File: config.mk
export PLATFORM = sky130hd
export DESIGN_NAME = ambient_light_backlight_ramp_top
export DESIGN_NICKNAME = d
export VERILOG_FILES = /design/src/rtl/albr_pkg.sv /design/src/rtl/albr_front.sv /design/src/rtl/albr_queue.sv /design/src/rtl/albr_back.sv /design/src/rtl/ambient_light_backlight_ramp_top.sv
export SDC_FILE = /design/constraint.sdc
export NUM_CORES = 1
export LEC_CHECK = 0
export BUFFER_PORTS_ARGS = -buffer_cell sky130_fd_sc_hd__buf_2
export CORE_ASPECT_RATIO = 1.75
export CORE_MARGIN = 2
export CORE_UTILIZATION = 55
export DETAILED_ROUTE_END_ITERATION = 10
export GPL_TIMING_DRIVEN = 0
export PLACE_DENSITY = 0.74
export SYNTH_ARGS = -nofsm -noshare
export SYNTH_HDL_FRONTEND = slang
export SYNTH_HIERARCHICAL = 1
export SYNTH_SLANG_ARGS = --single-unit
File: constraint.sdc
create_clock -name clk -period 4.9 [get_ports clk]
set_input_delay 0.245 -clock clk [delete_from_list [all_inputs] [get_ports clk]]
set_output_delay 0.245 -clock clk [all_outputs]
set_load 0.01 [all_outputs]
File: src/rtl/albr_pkg.sv
package albr_pkg;

  // Bin layout
  localparam int NUM_BINS    = 10;
  localparam int BIN_IDX_W   = $clog2(NUM_BINS);
  localparam int COUNT_W     = 16;
  localparam int BOUND_W     = COUNT_W + BIN_IDX_W;
  localparam int LEVEL_W     = 7;
  localparam int LEVEL_STEP  = 100 / NUM_BINS;

  // Levels
  localparam logic [LEVEL_W-1:0] FLOOR_LEVEL = LEVEL_W'(10);
  localparam logic [LEVEL_W-1:0] MAX_LEVEL   = LEVEL_W'(100);

  // Configuration registers and their reset values
  localparam int CFG_IDX_W  = 2;
  localparam int CFG_DATA_W = 16;
  localparam int SETTLE_W   = 2;
  localparam logic [COUNT_W-1:0]  BIN_WIDTH_RST = COUNT_W'(2097);
  localparam logic [COUNT_W-1:0]  FLOOR_RST     = COUNT_W'(1834);
  localparam logic [SETTLE_W-1:0] SETTLE_RST    = SETTLE_W'(2);

  localparam logic [CFG_IDX_W-1:0] REG_BIN_WIDTH = CFG_IDX_W'(0);
  localparam logic [CFG_IDX_W-1:0] REG_FLOOR     = CFG_IDX_W'(1);
  localparam logic [CFG_IDX_W-1:0] REG_SETTLE    = CFG_IDX_W'(2);

  // Item kinds on the input side
  localparam logic OP_SAMPLE = 1'b0;
  localparam logic OP_TICK   = 1'b1;

  // Queue between front and back
  localparam int QUEUE_DEPTH = 2;
  localparam int QPTR_W      = $clog2(QUEUE_DEPTH);
  localparam int QCNT_W      = $clog2(QUEUE_DEPTH + 1);

  // Output beat width, padded to whole bytes
  localparam int RES_W = 1 + LEVEL_W + LEVEL_W + LEVEL_W + 1;
  localparam int OUT_W = ((RES_W + 7) / 8) * 8;

  typedef struct packed {
    logic                 en;
    logic [CFG_IDX_W-1:0] idx;
    logic [CFG_DATA_W-1:0] data;
  } cfg_wr_t;

  // Classified item handed from front to back
  typedef struct packed {
    logic               is_tick;
    logic               has_level;
    logic [LEVEL_W-1:0] level;
  } albr_cmd_t;

  // One result, last field in the lowest bits
  typedef struct packed {
    logic               ramp_active;
    logic [LEVEL_W-1:0] target_level;
    logic [LEVEL_W-1:0] committed_level;
    logic [LEVEL_W-1:0] drive_level;
    logic               drive_valid;
  } albr_res_t;

endpackage

File: src/rtl/albr_front.sv
module albr_front
  import albr_pkg::*;
(
  input  logic               clk,
  input  logic               rst,
  input  cfg_wr_t            cfg,
  input  logic               in_valid,
  output logic               in_ready,
  input  logic               operation,
  input  logic [COUNT_W-1:0] light_count,
  output logic               q_push,
  output albr_cmd_t          q_cmd,
  input  logic               q_full
);

  logic [BOUND_W-1:0] bound [1:NUM_BINS-1];
  logic [COUNT_W-1:0] floor_count;
  logic [BOUND_W-1:0] twice;
  logic [NUM_BINS-1:0] above;
  logic               below_floor;

  // Hold bin bounds precomputed from the bin width, and the floor
  always_ff @(posedge clk) begin
    if (rst) begin
      for (int k = 1; k < NUM_BINS; k++) begin
        bound[k] <= BOUND_W'(BIN_WIDTH_RST) * BOUND_W'(k);
      end
      floor_count <= FLOOR_RST;
    end else if (cfg.en) begin
      if (cfg.idx == REG_BIN_WIDTH) begin
        for (int k = 1; k < NUM_BINS; k++) begin
          bound[k] <= BOUND_W'(cfg.data) * BOUND_W'(k);
        end
      end
      if (cfg.idx == REG_FLOOR) begin
        floor_count <= cfg.data;
      end
    end
  end

  // Compare the doubled count against every bound at once
  always_comb begin
    twice       = BOUND_W'({light_count, 1'b0});
    below_floor = (light_count <= floor_count);
    above[0]    = |light_count;
    for (int k = 1; k < NUM_BINS; k++) begin
      above[k] = (twice > bound[k]);
    end
  end

  // Pick the level of the matching bin; the top range wins over the floor
  always_comb begin
    q_cmd.is_tick   = (operation == OP_TICK);
    q_cmd.has_level = 1'b0;
    q_cmd.level     = '0;
    if (operation == OP_SAMPLE) begin
      for (int i = 0; i < NUM_BINS - 1; i++) begin
        if (above[i] && !above[i+1]) begin
          q_cmd.has_level = 1'b1;
          q_cmd.level     = below_floor ? FLOOR_LEVEL : LEVEL_W'(LEVEL_STEP * (i + 1));
        end
      end
      if (above[NUM_BINS-1]) begin
        q_cmd.has_level = 1'b1;
        q_cmd.level     = MAX_LEVEL;
      end
    end
  end

  assign in_ready = !q_full;
  assign q_push   = in_valid && !q_full;

endmodule

File: src/rtl/albr_queue.sv
module albr_queue
  import albr_pkg::*;
(
  input  logic      clk,
  input  logic      rst,
  input  logic      push,
  input  albr_cmd_t push_cmd,
  output logic      full,
  input  logic      pop,
  output logic      not_empty,
  output albr_cmd_t head
);

  albr_cmd_t          entry [QUEUE_DEPTH];
  logic [QPTR_W-1:0]  wr_ptr;
  logic [QPTR_W-1:0]  rd_ptr;
  logic [QCNT_W-1:0]  count;

  assign full      = (count == QCNT_W'(QUEUE_DEPTH));
  assign not_empty = (count != '0);
  assign head      = entry[rd_ptr];

  // Store pushed items
  always_ff @(posedge clk) begin
    if (push) begin
      entry[wr_ptr] <= push_cmd;
    end
  end

  // Advance pointers and track fill
  always_ff @(posedge clk) begin
    if (rst) begin
      wr_ptr <= '0;
      rd_ptr <= '0;
      count  <= '0;
    end else begin
      if (push) begin
        wr_ptr <= (wr_ptr == QPTR_W'(QUEUE_DEPTH - 1)) ? '0 : wr_ptr + 1'b1;
      end
      if (pop) begin
        rd_ptr <= (rd_ptr == QPTR_W'(QUEUE_DEPTH - 1)) ? '0 : rd_ptr + 1'b1;
      end
      unique case ({push, pop})
        2'b10:   count <= count + 1'b1;
        2'b01:   count <= count - 1'b1;
        default: count <= count;
      endcase
    end
  end

endmodule

File: src/rtl/albr_back.sv
module albr_back
  import albr_pkg::*;
(
  input  logic      clk,
  input  logic      rst,
  input  cfg_wr_t   cfg,
  input  logic      q_not_empty,
  input  albr_cmd_t q_head,
  output logic      q_pop,
  output logic      out_valid,
  input  logic      out_ready,
  output albr_res_t out_res
);

  logic [SETTLE_W-1:0] settle_samples;

  logic [LEVEL_W-1:0]  committed, committed_next;
  logic [LEVEL_W-1:0]  target, target_next;
  logic [SETTLE_W-1:0] settle_count, settle_count_next;
  logic                settle_hold, settle_hold_next;
  logic signed [7:0]   ramp_delta, ramp_delta_next;
  logic [LEVEL_W-1:0]  ramp_step, ramp_step_next;
  logic                ramp_on, ramp_on_next;

  logic [LEVEL_W-1:0]  stopped;
  logic [LEVEL_W-1:0]  step_inc;
  logic [7:0]          mag;
  logic                drive_valid;
  logic [LEVEL_W-1:0]  drive_level;

  assign q_pop = q_not_empty && (!out_valid || out_ready);

  // Committed level once a running ramp is stopped
  always_comb begin
    stopped = committed;
    if (ramp_on) begin
      if (ramp_delta > 0) begin
        stopped = committed - ramp_step;
      end else if (ramp_delta < 0) begin
        stopped = committed + ramp_step;
      end
    end
    step_inc = ramp_step + 1'b1;
    mag      = (ramp_delta < 0) ? 8'(-ramp_delta) : 8'(ramp_delta);
  end

  // Apply one item to the ramp state
  always_comb begin
    committed_next    = committed;
    target_next       = target;
    settle_count_next = settle_count;
    settle_hold_next  = settle_hold;
    ramp_delta_next   = ramp_delta;
    ramp_step_next    = ramp_step;
    ramp_on_next      = ramp_on;
    drive_valid       = 1'b0;
    drive_level       = '0;
    if (!q_head.is_tick) begin
      if (q_head.has_level) begin
        target_next = q_head.level;
      end
      if (committed != target_next) begin
        if (!settle_hold) begin
          if (settle_count < settle_samples) begin
            settle_count_next = settle_count + 1'b1;
          end else begin
            settle_hold_next = 1'b1;
            committed_next   = stopped;
            ramp_delta_next  = $signed({1'b0, stopped}) - $signed({1'b0, target_next});
            ramp_step_next   = '0;
            ramp_on_next     = 1'b1;
          end
        end
      end else begin
        settle_count_next = '0;
        settle_hold_next  = 1'b0;
      end
    end else if (ramp_on) begin
      if (ramp_delta == 0) begin
        ramp_on_next      = 1'b0;
        ramp_step_next    = '0;
        settle_count_next = '0;
        settle_hold_next  = 1'b0;
      end else begin
        ramp_step_next = step_inc;
        drive_valid    = 1'b1;
        drive_level    = (ramp_delta > 0) ? committed - step_inc : committed + step_inc;
        if ({1'b0, step_inc} == mag) begin
          committed_next    = drive_level;
          ramp_on_next      = 1'b0;
          ramp_step_next    = '0;
          settle_count_next = '0;
          settle_hold_next  = 1'b0;
        end
      end
    end
  end

  // Hold the settle register
  always_ff @(posedge clk) begin
    if (rst) begin
      settle_samples <= SETTLE_RST;
    end else if (cfg.en && cfg.idx == REG_SETTLE) begin
      settle_samples <= cfg.data[SETTLE_W-1:0];
    end
  end

  // Advance state and load the output register on each popped item
  always_ff @(posedge clk) begin
    if (rst) begin
      committed    <= MAX_LEVEL;
      target       <= MAX_LEVEL;
      settle_count <= '0;
      settle_hold  <= 1'b0;
      ramp_delta   <= '0;
      ramp_step    <= '0;
      ramp_on      <= 1'b0;
      out_valid    <= 1'b0;
    end else begin
      if (q_pop) begin
        committed    <= committed_next;
        target       <= target_next;
        settle_count <= settle_count_next;
        settle_hold  <= settle_hold_next;
        ramp_delta   <= ramp_delta_next;
        ramp_step    <= ramp_step_next;
        ramp_on      <= ramp_on_next;
        out_valid    <= 1'b1;
      end else if (out_ready) begin
        out_valid <= 1'b0;
      end
    end
  end

  // Result payload
  always_ff @(posedge clk) begin
    if (q_pop) begin
      out_res.drive_valid     <= drive_valid;
      out_res.drive_level     <= drive_level;
      out_res.committed_level <= committed_next;
      out_res.target_level    <= target_next;
      out_res.ramp_active     <= ramp_on_next;
    end
  end

endmodule

File: src/rtl/ambient_light_backlight_ramp_top.sv
// Channel   Direction  Handshake                      Payload
// s_axis    in         s_axis_tvalid / s_axis_tready  tdata: light_count; tuser: operation
// m_axis    out        m_axis_tvalid / m_axis_tready  tdata: one result per item
// cfg       in         cfg_valid / cfg_ready          cfg_index, cfg_data
//
// One item per cycle while m_axis_tready stays high; a result is presented once its beat
// is written into the queue entry and then loaded into the ramp unit output register.
// The bin compares run in parallel in the front; the ramp state updates once per item.
// rst is synchronous; it resets all registers but the queue entries and result payload.
// An output stall is absorbed by the two-entry queue; s_axis_tready drops when it fills.
module ambient_light_backlight_ramp_top
  import albr_pkg::*;
(
  input  logic                  clk,
  input  logic                  rst,
  input  logic                  s_axis_tvalid,
  output logic                  s_axis_tready,
  input  logic [COUNT_W-1:0]    s_axis_tdata,   // [15:0] light_count
  input  logic [0:0]            s_axis_tuser,   // [0] operation
  output logic                  m_axis_tvalid,
  input  logic                  m_axis_tready,
  // [0] drive_valid, [7:1] drive_level, [14:8] committed_level,
  // [21:15] target_level, [22] ramp_active, [23] zero
  output logic [OUT_W-1:0]      m_axis_tdata,
  input  logic                  cfg_valid,
  output logic                  cfg_ready,
  input  logic [CFG_IDX_W-1:0]  cfg_index,
  input  logic [CFG_DATA_W-1:0] cfg_data
);

  cfg_wr_t   cfg;
  logic      q_push;
  albr_cmd_t q_cmd;
  logic      q_full;
  logic      q_pop;
  logic      q_not_empty;
  albr_cmd_t q_head;
  albr_res_t res;

  assign cfg_ready = 1'b1;
  assign cfg.en    = cfg_valid;
  assign cfg.idx   = cfg_index;
  assign cfg.data  = cfg_data;

  albr_front u_front (
    .clk         (clk),
    .rst         (rst),
    .cfg         (cfg),
    .in_valid    (s_axis_tvalid),
    .in_ready    (s_axis_tready),
    .operation   (s_axis_tuser[0]),
    .light_count (s_axis_tdata),
    .q_push      (q_push),
    .q_cmd       (q_cmd),
    .q_full      (q_full)
  );

  albr_queue u_queue (
    .clk       (clk),
    .rst       (rst),
    .push      (q_push),
    .push_cmd  (q_cmd),
    .full      (q_full),
    .pop       (q_pop),
    .not_empty (q_not_empty),
    .head      (q_head)
  );

  albr_back u_back (
    .clk         (clk),
    .rst         (rst),
    .cfg         (cfg),
    .q_not_empty (q_not_empty),
    .q_head      (q_head),
    .q_pop       (q_pop),
    .out_valid   (m_axis_tvalid),
    .out_ready   (m_axis_tready),
    .out_res     (res)
  );

  assign m_axis_tdata = OUT_W'(res);

  // A beat without a drive carries a zero drive level
  assert property (@(posedge clk) disable iff (rst)
    m_axis_tvalid && !m_axis_tdata[0] |-> m_axis_tdata[7:1] == '0)
    else $error("drive level set without drive_valid");

  // Committed and target levels stay within percent range
  assert property (@(posedge clk) disable iff (rst)
    m_axis_tvalid |-> m_axis_tdata[14:8] <= MAX_LEVEL && m_axis_tdata[21:15] <= MAX_LEVEL)
    else $error("level out of range");

  // The input side only backs up after an output stall
  assert property (@(posedge clk) disable iff (rst)
    !s_axis_tready |-> $past(m_axis_tvalid && !m_axis_tready))
    else $error("input stalled without output back-pressure");

endmodule

Word level (Yosys, flattened, before mapping)
Memory sizes are Yosys's and may differ from the RTL's. A register that Yosys moved wholly into a read port is not among the register bits.
Index checks and enable logic that the tools add are counted.
{"block": "totals", "inputBits": 40, "mem_bits_rw": 198, "output_inout_bits": 27, "ff_bits": 79, "elab_cells": 201, "mem_count": 2}
{"block": "classes", "n_reduce_logical": 38, "bitwise": 13, "magnitude_cmp": 13, "muxes": 87, "n_eq_ne": 13, "n_mul": 5, "n_addsub": 12}
{"name": "u_front.bound", "words": 9, "word_bits": 20, "rd": 9, "rd_clocked_by_memory_dff": 0, "wr": 9, "line": "albr_front.sv:16", "rtl": "logic [BOUND_W-1:0] bound [1:NUM_BINS-1];"}
{"name": "u_queue.entry", "words": 2, "word_bits": 9, "rd": 1, "rd_clocked_by_memory_dff": 1, "wr": 1, "line": "albr_queue.sv:14", "rtl": "albr_cmd_t entry [QUEUE_DEPTH];"}
{"op": "$gt 17x20->1", "n": 9}
{"op": "$mux 20", "n": 9}
{"op": "$mux 7", "n": 24}
{"op": "$mux 8", "n": 12}
{"op": "$mul 16x3->19 const B", "n": 2}
{"op": "$mul 16x2->18 const B", "n": 2}
{"op": "$logic_not 32->1", "n": 1}
{"op": "$mux 1", "n": 29}
{"op": "$mul 16x4->20 const B", "n": 1}
{"op": "$mux 6", "n": 3}
{"op": "$le 16x16->1", "n": 1}
{"op": "$reduce_or 16->1", "n": 1}
{"op": "$reduce_and 5->1", "n": 3}
{"op": "$add 7x7->7", "n": 2}
{"op": "$mux 2", "n": 7}
{"op": "$sub 7x7->7", "n": 2}
{"op": "$logic_and 1x1->1", "n": 12}
{"op": "$logic_not 1->1", "n": 11}
{"op": "$mux 5", "n": 2}
{"op": "$or 1x1->1", "n": 9}
{"op": "$eq 7x8->1", "n": 1}
{"op": "$gt 8x1->1 const B", "n": 1}
{"op": "$lt 8x1->1 const B", "n": 1}
{"op": "$neg 8->8", "n": 1}
{"op": "other kinds (21)", "n": 35}

Longest topological paths before layout
Gate-level depths: netlist of the first run.
An unclocked memory read counts as a cell.
{"block": "depth", "depth_word": 15, "ltp_mapped": 17, "ltp_nobuf": 17}

Modules after synthesis
Netlist of the first run, hierarchy kept.
{"mod": "albr_front", "seq_area_each_um2": 2842.7, "cells_each": 1170, "instances": 1, "area_per_inst_um2": 10677.7}
{"mod": "albr_back", "seq_area_each_um2": 1411.4, "cells_each": 495, "instances": 1, "area_per_inst_um2": 4415.5}
{"mod": "albr_queue", "seq_area_each_um2": 640.6, "cells_each": 50, "instances": 1, "area_per_inst_um2": 854.6}
{"mod": "ambient_light_backlight_ramp_top", "seq_area_each_um2": 0.0, "cells_each": 4, "instances": 1, "area_per_inst_um2": 22.5}

Worst setup path before layout of the first run
Ideal clock, no wire load.
{"block": "synth_path", "path_kind": "input port to flip-flop", "startpoint": "input cfg_index[1]", "endpoint": "register u_front/bound[0][100] (netlist name)", "n_path_buf": 0, "required_ps": 4356, "t_arrival_ps": 4326, "stages": 2, "slack_ps": 29, "setup_ps": 544, "path_cell_list": "nand2b_1 > o21bai_1"}
{"item": "from (decl)", "line": "ambient_light_backlight_ramp_top.sv:27", "rtl": "input logic [CFG_IDX_W-1:0] cfg_index,"}

Worst setup path after layout of the first run
{"block": "layout_path", "startpoint": "register u_back.ramp_delta[2]", "endpoint": "register u_back.committed[5]"}
{"block": "layout_via", "elab_chain_len": 8, "elab_cells_between_ends": 17, "cone_classes": "add/sub: 1; order compare: 2; eq/ne: 1; mux: 12; reduce/logical: 1"}
{"item": "from (decl)", "line": "albr_back.sv:21", "rtl": "logic signed [7:0] ramp_delta, ramp_delta_next;"}
{"item": "from (signal assigned)", "line": "albr_back.sv:125", "rtl": "ramp_delta <= ramp_delta_next;"}
{"item": "branches (longest 7 deep; another with $neg 8->8)"}
{"item": "$mux 7 *", "line": "albr_back.sv:58", "rtl": "if (!q_head.is_tick) begin"}
{"item": "to (signal assigned)", "line": "albr_back.sv:121", "rtl": "committed <= committed_next;"}
{"item": "to (decl)", "line": "albr_back.sv:17", "rtl": "logic [LEVEL_W-1:0] committed, committed_next;"}
Every way passes the cells marked *.
A chain may end at the register's enable or synchronous reset.

==> impl_metrics.ini, run 1 <==
[clock_tree]
path_clk_slew_ns = 0.06
cts_max_level = 4
cts_buffers = 17
cts_hold_buffers = 0
clock_path_buffers = 2
cts_setup_buffers = 0
cts_resized = 0
cts_tree = done
cts.sinks = 182
clock_latency_ns = 0.45
clockRootBuffer = clkbuf_16

[layout]
fill_cells = 2467
layout_common_cells = 266 x ha_1, 162 x inv_1, 131 x nand2_1
fin_nets = 2133
register_area_um2 = 4890
multi_input_area_um2 = 10200
stdcell_area_um2 = 17400
mostFrequentLayoutCell = ha_1
final_util_pct = 60.8
drive_gt1_share_pct = 9.47
num_antenna_cells = 0
layout.cells.non_filler = 2195
syn2layout_area_growth_pct = 8.94

[worst_setup_path]
rr_worst_depth = 13
critPathMaxFanout = 10
cp.arrival_ns = 4.83
worst-setup-path-type = flop to flop
start_kind = flop
crit_path_end_kind = flop
crit_required_ns = 5.22
r2r_start = u_back/ramp_delta[2]$_SDFFE_PP0P_
r2r_end = u_back/committed[5]$_SDFFE_PP1P_
rrSetupSlack_ns = 0.39

[synthesis]
ys_ff_latch = 182
synth-xor-area-share_pct = 4.69
syn_nets = 2048
synth_top_family_by_area = adder cells
synth_fa_ha_area_share_pct = 23.7
synth.area.mux_share_pct = 2.32
avgSynthCellArea_um2 = 9.29
yosysWarnings = 6
async_flop_share_pct = 0
netlist_area_um2 = 16000
synth_seq_area_share_pct = 30.6
postSynthCellCount = 1719
ys.flop_type = edfxtp_1
synth_simple_gate_area_share_pct = 16.9
synth_compound_area_share_pct = 16.2
synth_cell_types = 102
synth-edff-count = 125

[sta]
rsz0062_at_grt = no
drv_slew = 0
setup_viol = 0
worst_pin_slew_ns = 1.19
period_needed_ns = 4.51
relSlewSlack_pct = 18.6
hold_viol = 0
tns_ns = 0
finalCritPeriodShare_pct = 92.1
finClkSkew_ns = 0.0106
fmax_ghz = 0.222

[power]
p_per_area_nw_per_um2 = 310
pwr-share-seq_pct = 36.7
vdd_drop_max_v = 0.000235
switchingPower_mw = 1.94
combPwrFrac_pct = 38.6
clockPowerShare_pct = 24.7
p_int_mw = 3.46
leakage_nw = 7.61
power.share.switching_pct = 35.9

[floorplanning]
die_h_um = 229
dieArea_um2 = 30500
io_pins = 67
die_x_um = 133
start_util_pct = 55.8
num_rows = 82
core_area_um2 = 28600

[route]
num_vias = 13492
drtIter0Drc = 882
wire_per_inst_um = 20.4
ant_nets = 0
routed_wl_mm = 44.7
first_pass_iters = 5
avgViaCountPerCell = 6.15
remaining_drc_errors = 0

[hold_path]
hold_depth = 3
holdPathEnd = u_back/out_valid$_SDFFE_PP0P_
hold_start = m_axis_tready
hold_class = input pin to flop

[global_routing]
grt_pass1_vias = 13960
grt_usage_pct = 30.2
globalRouteOverflowTotal = 0
grt_pass1_wl_mm = 71.1
antenna_found_initial = 0
grt_max_degree = 36

[place]
dp_cells = 2163
placed_area_um2 = 16800
globalplace.congestion = 0.958
dpl.hpwl_mm = 34.5
io_buffers = 64

[job]
drv_cap = 0

[outcome]
status = finished clean
==> kinds of logic (layout without fill, tap and decap cells) <==
family / Yosys count / after routing
fa+ha+maj: 289 / 289
flops: 182 / 182
xor+xnor: 80 / 80
compound gates: 395 / 395
simple gates: 528 / 528
other cells: 3 / 3
mux: 35 / 35
buf+inv: 207 / 305
==> power by group through the flow <==
stage,sequential [mW],combinational (mW),clock [mW]
2_1_floorplan,2.04,1.41,0
3_3_place_gp,2.02,1.98,0
3_5_place_dp,2.01,2.05,0
4_1_cts,1.98,2.06,1.35
5_1_grt,2.00,2.32,1.42
6_report,1.98,2.08,1.33
==> layer usage <==
| metal | vias to the layer above | track usage, % | routed length [um] |
|---|---|---|---|
| met5 | - | 0 | 0 |
| met4 | 0 | 23.7 | 3750 |
| met3 | 198 | 4.40 | 1900 |
| met2 | 484 | 57.4 | 23800 |
| met1 | 6380 | 28.2 | 15300 |
| li1 | 6430 | - | - |
==> area by class of cell <==
type / instances / share of cell area (%)
tap: 378 / 2.72
timing repair buffer: 66 / 2.07
buffer: 44 / 1.55
clock inverter: 8 / 0.338
multi-input combinational: 1330 / 58.7
clock buffer: 24 / 3.01
inverter: 163 / 3.52
sequential: 182 / 28.1
==> metrics by stage <==
| step | total power [mW] | hold WS, ns | setup slack, ns |
|---|---|---|---|
| after floorplan | 3.46 | 0.314 | 0.0295 |
| after global placement | 3.99 | 0.442 | -1.56 |
| after detailed placement | 4.06 | 0.447 | 0.572 |
| after CTS | 5.39 | 0.0727 | 0.555 |
| after global routing | 5.73 | 0.105 | 0.209 |
| final | 5.40 | 0.0886 | 0.388 |
==> critical path, cell delays in order (launching register included) <==
cell and delay, ns:
dfxtp_1 0.36, or4_4 0.59, o21ai_0 0.27, clkbuf_1 0.39, nor2_1 0.10, xnor2_1 0.30
ha_1 0.29, a21o_1 0.17, a21oi_1 0.28, nor4_1 0.10, a2111oi_0 1.00, nor2_1 0.08
a221oi_1 0.30, o211ai_1 0.14
==> synthesized netlist by cell type, types with 4 or more instances <==
library cell    n  area [um2]
or2_2          12        75.1
inv_1         162         608
a211oi_1       20         150
a211o_1        13         114
o21bai_1        9        67.6
o21ai_0        66         330
edfxtp_1      125        3750
nor3b_1         4        30.0
buf_4           5        37.5
o211ai_1       16         120
nand2_1       131         492
buf_2           4        20.0
o21a_1          9        67.6
nand2b_1       29         181
nor4_1         17         106
clkbuf_1       23        86.3
and2_1         21         131
or3_1          13        81.3
fa_1           23         460
nand3_1        40         200
a2111oi_0       4        35.0
dfxtp_1        57        1140
a21o_1         28         210
a221oi_1        9        78.8
a31oi_1        18         113
nor2b_1        19         119
xnor2_1        50         438
o31a_1          5        43.8
and3_1         15        93.8
mux2_2         16         180
and4_1          8        70.1
a21oi_1       128         641
nor4b_1         4        35.0
xor2_1         26         228
clkbuf_8        5        68.8
mux2i_1        19         190
nand4_1        25         156
nor3_1         29         145
o31ai_1        14         105
nand3b_1        7        52.6
nor2_1        128         480
a21boi_0        5        37.5
buf_6           4        45.0
ha_1          266        3330
==> how the worst max path moves through the flow <==
| stage | startpoint | endpoint | slack, ns | cells after the start |
|---|---|---|---|---|
| after global placement | cfg_index[1] | u_front/bound[0][137]$_SDFFCE_PN0P_ | -1.56 | 3 |
| after global routing | u_back/ramp_delta[2]$_SDFFE_PP0P_ | u_back/committed[5]$_SDFFE_PP1P_ | 0.21 | 13 |
| after detailed placement | u_back/ramp_delta[2]$_SDFFE_PP0P_ | u_back/committed[5]$_SDFFE_PP1P_ | 0.57 | 13 |
| after floorplan | cfg_index[1] | u_front/bound[0][100]$_SDFFCE_PN1P_ | 0.03 | 2 |
| after CTS | u_back/ramp_delta[2]$_SDFFE_PP0P_ | u_back/committed[5]$_SDFFE_PP1P_ | 0.55 | 13 |
| final | u_back/ramp_delta[2]$_SDFFE_PP0P_ | u_back/committed[5]$_SDFFE_PP1P_ | 0.39 | 13 |
==> flip-flops by register name (all words and copies together), names as in the netlist, named ones only <==
signal,flops
u_back/ramp_on,1
u_back/out_valid,1
u_queue/entry,18
u_queue/rd_ptr,1
u_back/settle_hold,1
u_back/target,7
u_front/floor_count,16
u_queue/count,2
u_back/ramp_delta,8
u_queue/wr_ptr,1
u_back/settle_samples,2
u_back/ramp_step,7
u_back/committed,7
u_front/bound,84
u_back/out_res,23
u_back/settle_count,2
Note: power is estimated with default switching activity, not from simulation.
==> run 2: changes to the inputs <==
==> constraint.sdc (replaced) <==
create_clock -name clk -period 4.9 [get_ports clk]
set_input_delay 0.49 -clock clk [delete_from_list [all_inputs] [get_ports clk]]
set_output_delay 0.49 -clock clk [all_outputs]
set_load 0.01 [all_outputs]
==> impl_metrics.ini, run 2 (synthesis gave the netlist of run 1 again) <==
[outcome]
status = finished clean

[worst_setup_path]
critPathMaxFanout = 10
r2r_end = u_back/committed[5]$_SDFFE_PP1P_
crit_path_top_delay_cell = a2111oi_0
crit_chain = or4_4 > o21ai_0 > clkbuf_1 > nor2_1 > xnor2_1 > ha_1 > a21o_1 > a21oi_1 > nor4_1 > a2111oi_0 > nor2_1 > a221oi_1 > o211ai_1
rr_worst_depth = 13
start_kind = flop
critical_path.max_stage_delay_ns = 0.91
worst-setup-path-type = flop to flop
path_delay_family = compound AO/OA/AOI/OAI gates
rrSetupSlack_ns = 0.54
timing.critical_path.from = u_back/ramp_delta[2]$_SDFFE_PP0P_
crit_required_ns = 5.22
cp.arrival_ns = 4.68
r2r_start = u_back/ramp_delta[2]$_SDFFE_PP0P_
crit_top_cell = nor2_1
crit_cells = 13
cp.buffers_inverters = 1
crit_path_end_kind = flop
crit_end = u_back/committed[5]$_SDFFE_PP1P_

[place]
dpl.hpwl_mm = 34.1
globalplace.congestion = 0.951
io_buffers = 64
dp_cells = 2163
place_ws_ns = 0.622

[clock_tree]
clock_path_buffers = 2
cts.sinks = 182
path_clk_slew_ns = 0.07
clockRootBuffer = clkbuf_16
cts_hold_buffers = 0
cts_setup_buffers = 0
cts_resized = 0
cts_tree = done
cts_max_level = 4
clock_latency_ns = 0.45
cts_buffers = 17

[floorplanning]
start_util_pct = 55.8
io_pins = 67
die_h_um = 229
core_area_um2 = 28600
num_rows = 82
die_x_um = 133
dieArea_um2 = 30500

[layout]
syn2layout_area_growth_pct = 9.19
layout.cells.non_filler = 2195
top_register = u_front/bound
num_antenna_cells = 0
mostFrequentLayoutCell = ha_1
layout_common_cells = 266 x ha_1, 162 x inv_1, 131 x nand2_1
top_regs = u_front/bound (84), u_back/out_res (23), u_queue/entry (18)
fin_nets = 2133
final_util_pct = 60.9
drive_gt1_share_pct = 9.52
largest_reg_flops = 84

[global_routing]
grt_pass1_wl_mm = 68.2
grt_max_degree = 35
grt_usage_pct = 29.0
globalRouteOverflowTotal = 0
antenna_found_initial = 0
grt_pass1_vias = 13471

[sta]
finClkSkew_ns = 0.00771
drv_slew = 0
tns_ns = 0
rsz0062_at_grt = no
hold_viol = 0
worst_pin_slew_ns = 1.07
setup_ws_ns = 0.541
fmax_ghz = 0.229
relSlewSlack_pct = 27.0
finalCritPeriodShare_pct = 89.0
setup_viol = 0
period_needed_ns = 4.36

[route]
ant_nets = 0
remaining_drc_errors = 0
num_vias = 13476
routed_wl_mm = 44.0
avgViaCountPerCell = 6.14
first_pass_iters = 5
wire_per_inst_um = 20.0
drtIter0Drc = 896

[power]
leakage_nw = 7.61
vdd_drop_max_v = 0.000271
p_per_area_nw_per_um2 = 313
power.total_mw = 5.47

[hold_path]
hold_class = input pin to flop

[job]
drv_cap = 0
-- run 2: how the worst min path moves through the flow --
stage,start,end,slack (ns),depth (start not counted)
2_1_floorplan,u_front/floor_count[11]$_SDFFE_PP0P_,u_front/floor_count[11]$_SDFFE_PP0P_,0.44,2
3_3_place_gp,u_front/floor_count[15]$_SDFFE_PP0P_,u_front/floor_count[15]$_SDFFE_PP0P_,0.44,2
3_5_place_dp,u_front/floor_count[2]$_SDFFE_PP0P_,u_front/floor_count[2]$_SDFFE_PP0P_,0.45,2
4_1_cts,m_axis_tready,u_back/out_valid$_SDFFE_PP0P_,0.32,3
5_1_grt,m_axis_tready,u_back/out_valid$_SDFFE_PP0P_,0.37,3
6_report,m_axis_tready,u_back/out_valid$_SDFFE_PP0P_,0.34,3
-- run 2: worst register-to-register path, cell delays in order (launching register included) --
cell and delay [ns]:
dfxtp_1 0.37, or4_4 0.59, o21ai_0 0.28, clkbuf_1 0.39, nor2_1 0.10, xnor2_1 0.30
ha_1 0.30, a21o_1 0.17, a21oi_1 0.26, nor4_1 0.08, a2111oi_0 0.91, nor2_1 0.08
a221oi_1 0.29, o211ai_1 0.13
-- run 2: where the power goes --
part | internal, mW | switching [mW]
Clock | 0.809 | 0.608
Sequential | 1.89 | 0.0880
Combinational | 0.824 | 1.25
Total | 3.52 | 1.94
-- run 2: final cells by class --
type	count	area (um2)
fill	2440	11200
multi-input combinational	1330	10200
sequential	182	4890
inverter	163	612
clock buffer	21	514
tap	378	473
timing repair buffer	66	360
buffer	44	270
clock inverter	11	108
-- run 2: metrics by stage --
step           hold WS (ns)  area (um2)
5_1_grt               0.371       17400
3_5_place_dp          0.449       16800
2_1_floorplan         0.436       16000
6_report              0.338       17400
4_1_cts               0.322       17400
3_3_place_gp          0.443       16800
-- run 2: routing by layer --
layer | part of all wire, % | GRT usage (%) | up-vias
met3 | 4.5 | 4.12 | 196
met4 | 9.5 | 24.7 | 0
met2 | 52 | 54.1 | 534
li1 | - | - | 6425
met5 | 0 | 0 | -
met1 | 34 | 27.3 | 6321
==> run 3: changes to the inputs <==
Settings changed: PLACE_DENSITY 0.74 to 0.82.
==> impl_metrics.ini, run 3 (synthesis gave the netlist of run 1 again) <==
[layout]
mostFrequentLayoutCell = ha_1
drive_gt1_share_pct = 9.52
register_area_um2 = 4890
layout_common_cells = 266 x ha_1, 162 x inv_1, 131 x nand2_1
fin_nets = 2133
stdcell_area_um2 = 17400
num_antenna_cells = 0
top_regs = u_front/bound (84), u_back/out_res (23), u_queue/entry (18)
syn2layout_area_growth_pct = 8.93
multi_input_area_um2 = 10200
largest_reg_flops = 84
fill_cells = 2356
top_register = u_front/bound

[route]
drtIter0Drc = 947
avgViaCountPerCell = 6.20
num_vias = 13616
wire_per_inst_um = 20.0
first_pass_iters = 6
ant_nets = 0
remaining_drc_errors = 0
routed_wl_mm = 43.9

[floorplanning]
start_util_pct = 55.8
num_rows = 82
die_h_um = 229
io_pins = 67
core_area_um2 = 28600
dieArea_um2 = 30500
die_x_um = 133

[worst_setup_path]
cp.arrival_ns = 4.68
crit_required_ns = 5.23
rrSetupSlack_ns = 0.55
cp.buffers_inverters = 1
crit_path_end_kind = flop
crit_chain = or4_4 > o21ai_0 > clkbuf_1 > nor2_1 > xnor2_1 > ha_1 > a21o_1 > a21oi_1 > nor4_1 > a2111oi_1 > nor2_1 > a221oi_1 > o211ai_1
critical_path.max_stage_delay_ns = 0.83
worst-setup-path-type = flop to flop
r2r_end = u_back/committed[5]$_SDFFE_PP1P_
crit_top_cell = nor2_1
crit_cells = 13
crit_path_top_delay_cell = a2111oi_1
rr_worst_depth = 13
r2r_start = u_back/ramp_delta[2]$_SDFFE_PP0P_
path_delay_family = compound AO/OA/AOI/OAI gates
critPathMaxFanout = 10
start_kind = flop

[clock_tree]
clockRootBuffer = clkbuf_16
cts_buffers = 17
cts_setup_buffers = 0
clock_path_buffers = 2
path_clk_slew_ns = 0.07
cts_tree = done
cts_max_level = 4
clock_latency_ns = 0.46
cts.sinks = 182
cts_hold_buffers = 0

[global_routing]
grt_max_degree = 35
globalRouteOverflowTotal = 0
grt_usage_pct = 29.2
grt_pass1_vias = 13765
grt_pass1_wl_mm = 68.9
antenna_found_initial = 0

[power]
leakage_nw = 7.61
p_int_mw = 3.42
vdd_drop_max_v = 0.000288
pwr-share-seq_pct = 36.6
p_per_area_nw_per_um2 = 311
clockPowerShare_pct = 25.1
power.share.switching_pct = 36.8
switchingPower_mw = 1.99
combPwrFrac_pct = 38.3

[hold_path]
hold_start = m_axis_tready
hold_class = input pin to flop
hold_depth = 3
holdPathEnd = u_back/out_valid$_SDFFE_PP0P_

[sta]
hold_viol = 0
finClkSkew_ns = 0.0135
period_needed_ns = 4.35
rsz0062_at_grt = no
worst_pin_slew_ns = 1.14
setup_viol = 0
finalCritPeriodShare_pct = 88.7
hold_slack_ns = 0.342
tns_ns = 0
fmax_ghz = 0.230
drv_slew = 0
relSlewSlack_pct = 23.7
setup_ws_ns = 0.553

[place]
dpl.hpwl_mm = 33.9
placed_area_um2 = 16800
place_ws_ns = 0.369
io_buffers = 64
globalplace.congestion = 0.985

[outcome]
status = finished clean

[job]
drv_cap = 0
-- run 3: how the worst max path moves through the flow --
| stage | startpoint | to |
|---|---|---|
| global route | u_back/ramp_delta[2]$_SDFFE_PP0P_ | u_back/committed[5]$_SDFFE_PP1P_ |
| CTS | u_back/ramp_delta[2]$_SDFFE_PP0P_ | u_back/committed[5]$_SDFFE_PP1P_ |
| floorplan | u_back/ramp_delta[2]$_SDFFE_PP0P_ | u_back/committed[5]$_SDFFE_PP1P_ |
| global placement | u_back/ramp_delta[2]$_SDFFE_PP0P_ | u_back/committed[5]$_SDFFE_PP1P_ |
| finish | u_back/ramp_delta[2]$_SDFFE_PP0P_ | u_back/committed[5]$_SDFFE_PP1P_ |
| detailed placement | u_back/ramp_delta[2]$_SDFFE_PP0P_ | u_back/committed[5]$_SDFFE_PP1P_ |
-- run 3: repair_timing --
| item | CTS | global route |
|---|---|---|
| resized for setup | 0 | 1 |
| endpoints found under the setup margin | 0 | 1 |
| hold endpoints to repair | 0 | 0 |
-- run 3: final cells by class --
class | instances | share of cell area, %
buffer | 44 | 1.55
clock buffer | 18 | 2.59
clock inverter | 14 | 0.741
inverter | 163 | 3.52
multi-input combinational | 1330 | 58.7
sequential | 182 | 28.1
tap | 378 | 2.72
timing repair buffer | 66 | 2.07
-- run 3: metal layers --
metal / vias to the layer above / part of all wire [%] / global-route usage, %
met4: 0 / 9.2 / 25.1
met1: 6410 / 34 / 27.3
li1: 6445 / - / -
met3: 209 / 5.0 / 4.58
met2: 552 / 52 / 54.3
met5: - / 0 / 0
-- run 3: per-stage QoR --
step | std cells | power (mW) | utilization, %
after CTS | 2195 | 5.40 | 60.8
after global placement | 2161 | 3.95 | 58.6
final | 2195 | 5.41 | 60.8
after floorplan | 1719 | 3.45 | -
after detailed placement | 2163 | 4.04 | 58.7
after global routing | 2195 | 5.71 | 60.8
-- run 3: worst register-to-register path, cell delays in order, from the launching register on --
cell       delay (ns)
dfxtp_1          0.36
or4_4            0.59
o21ai_0          0.29
clkbuf_1         0.41
nor2_1           0.10
xnor2_1          0.29
ha_1             0.30
a21o_1           0.17
a21oi_1          0.30
nor4_1           0.09
a2111oi_1        0.83
nor2_1           0.10
a221oi_1         0.27
o211ai_1         0.12
-- run 3: power groups by stage --
stage | Clock, mW | Sequential (mW) | Combinational [mW]
after floorplan | 0 | 2.04 | 1.41
after global placement | 0 | 2.01 | 1.95
after detailed placement | 0 | 2.01 | 2.03
after CTS | 1.37 | 1.98 | 2.04
after global routing | 1.42 | 1.99 | 2.29
final | 1.36 | 1.98 | 2.07
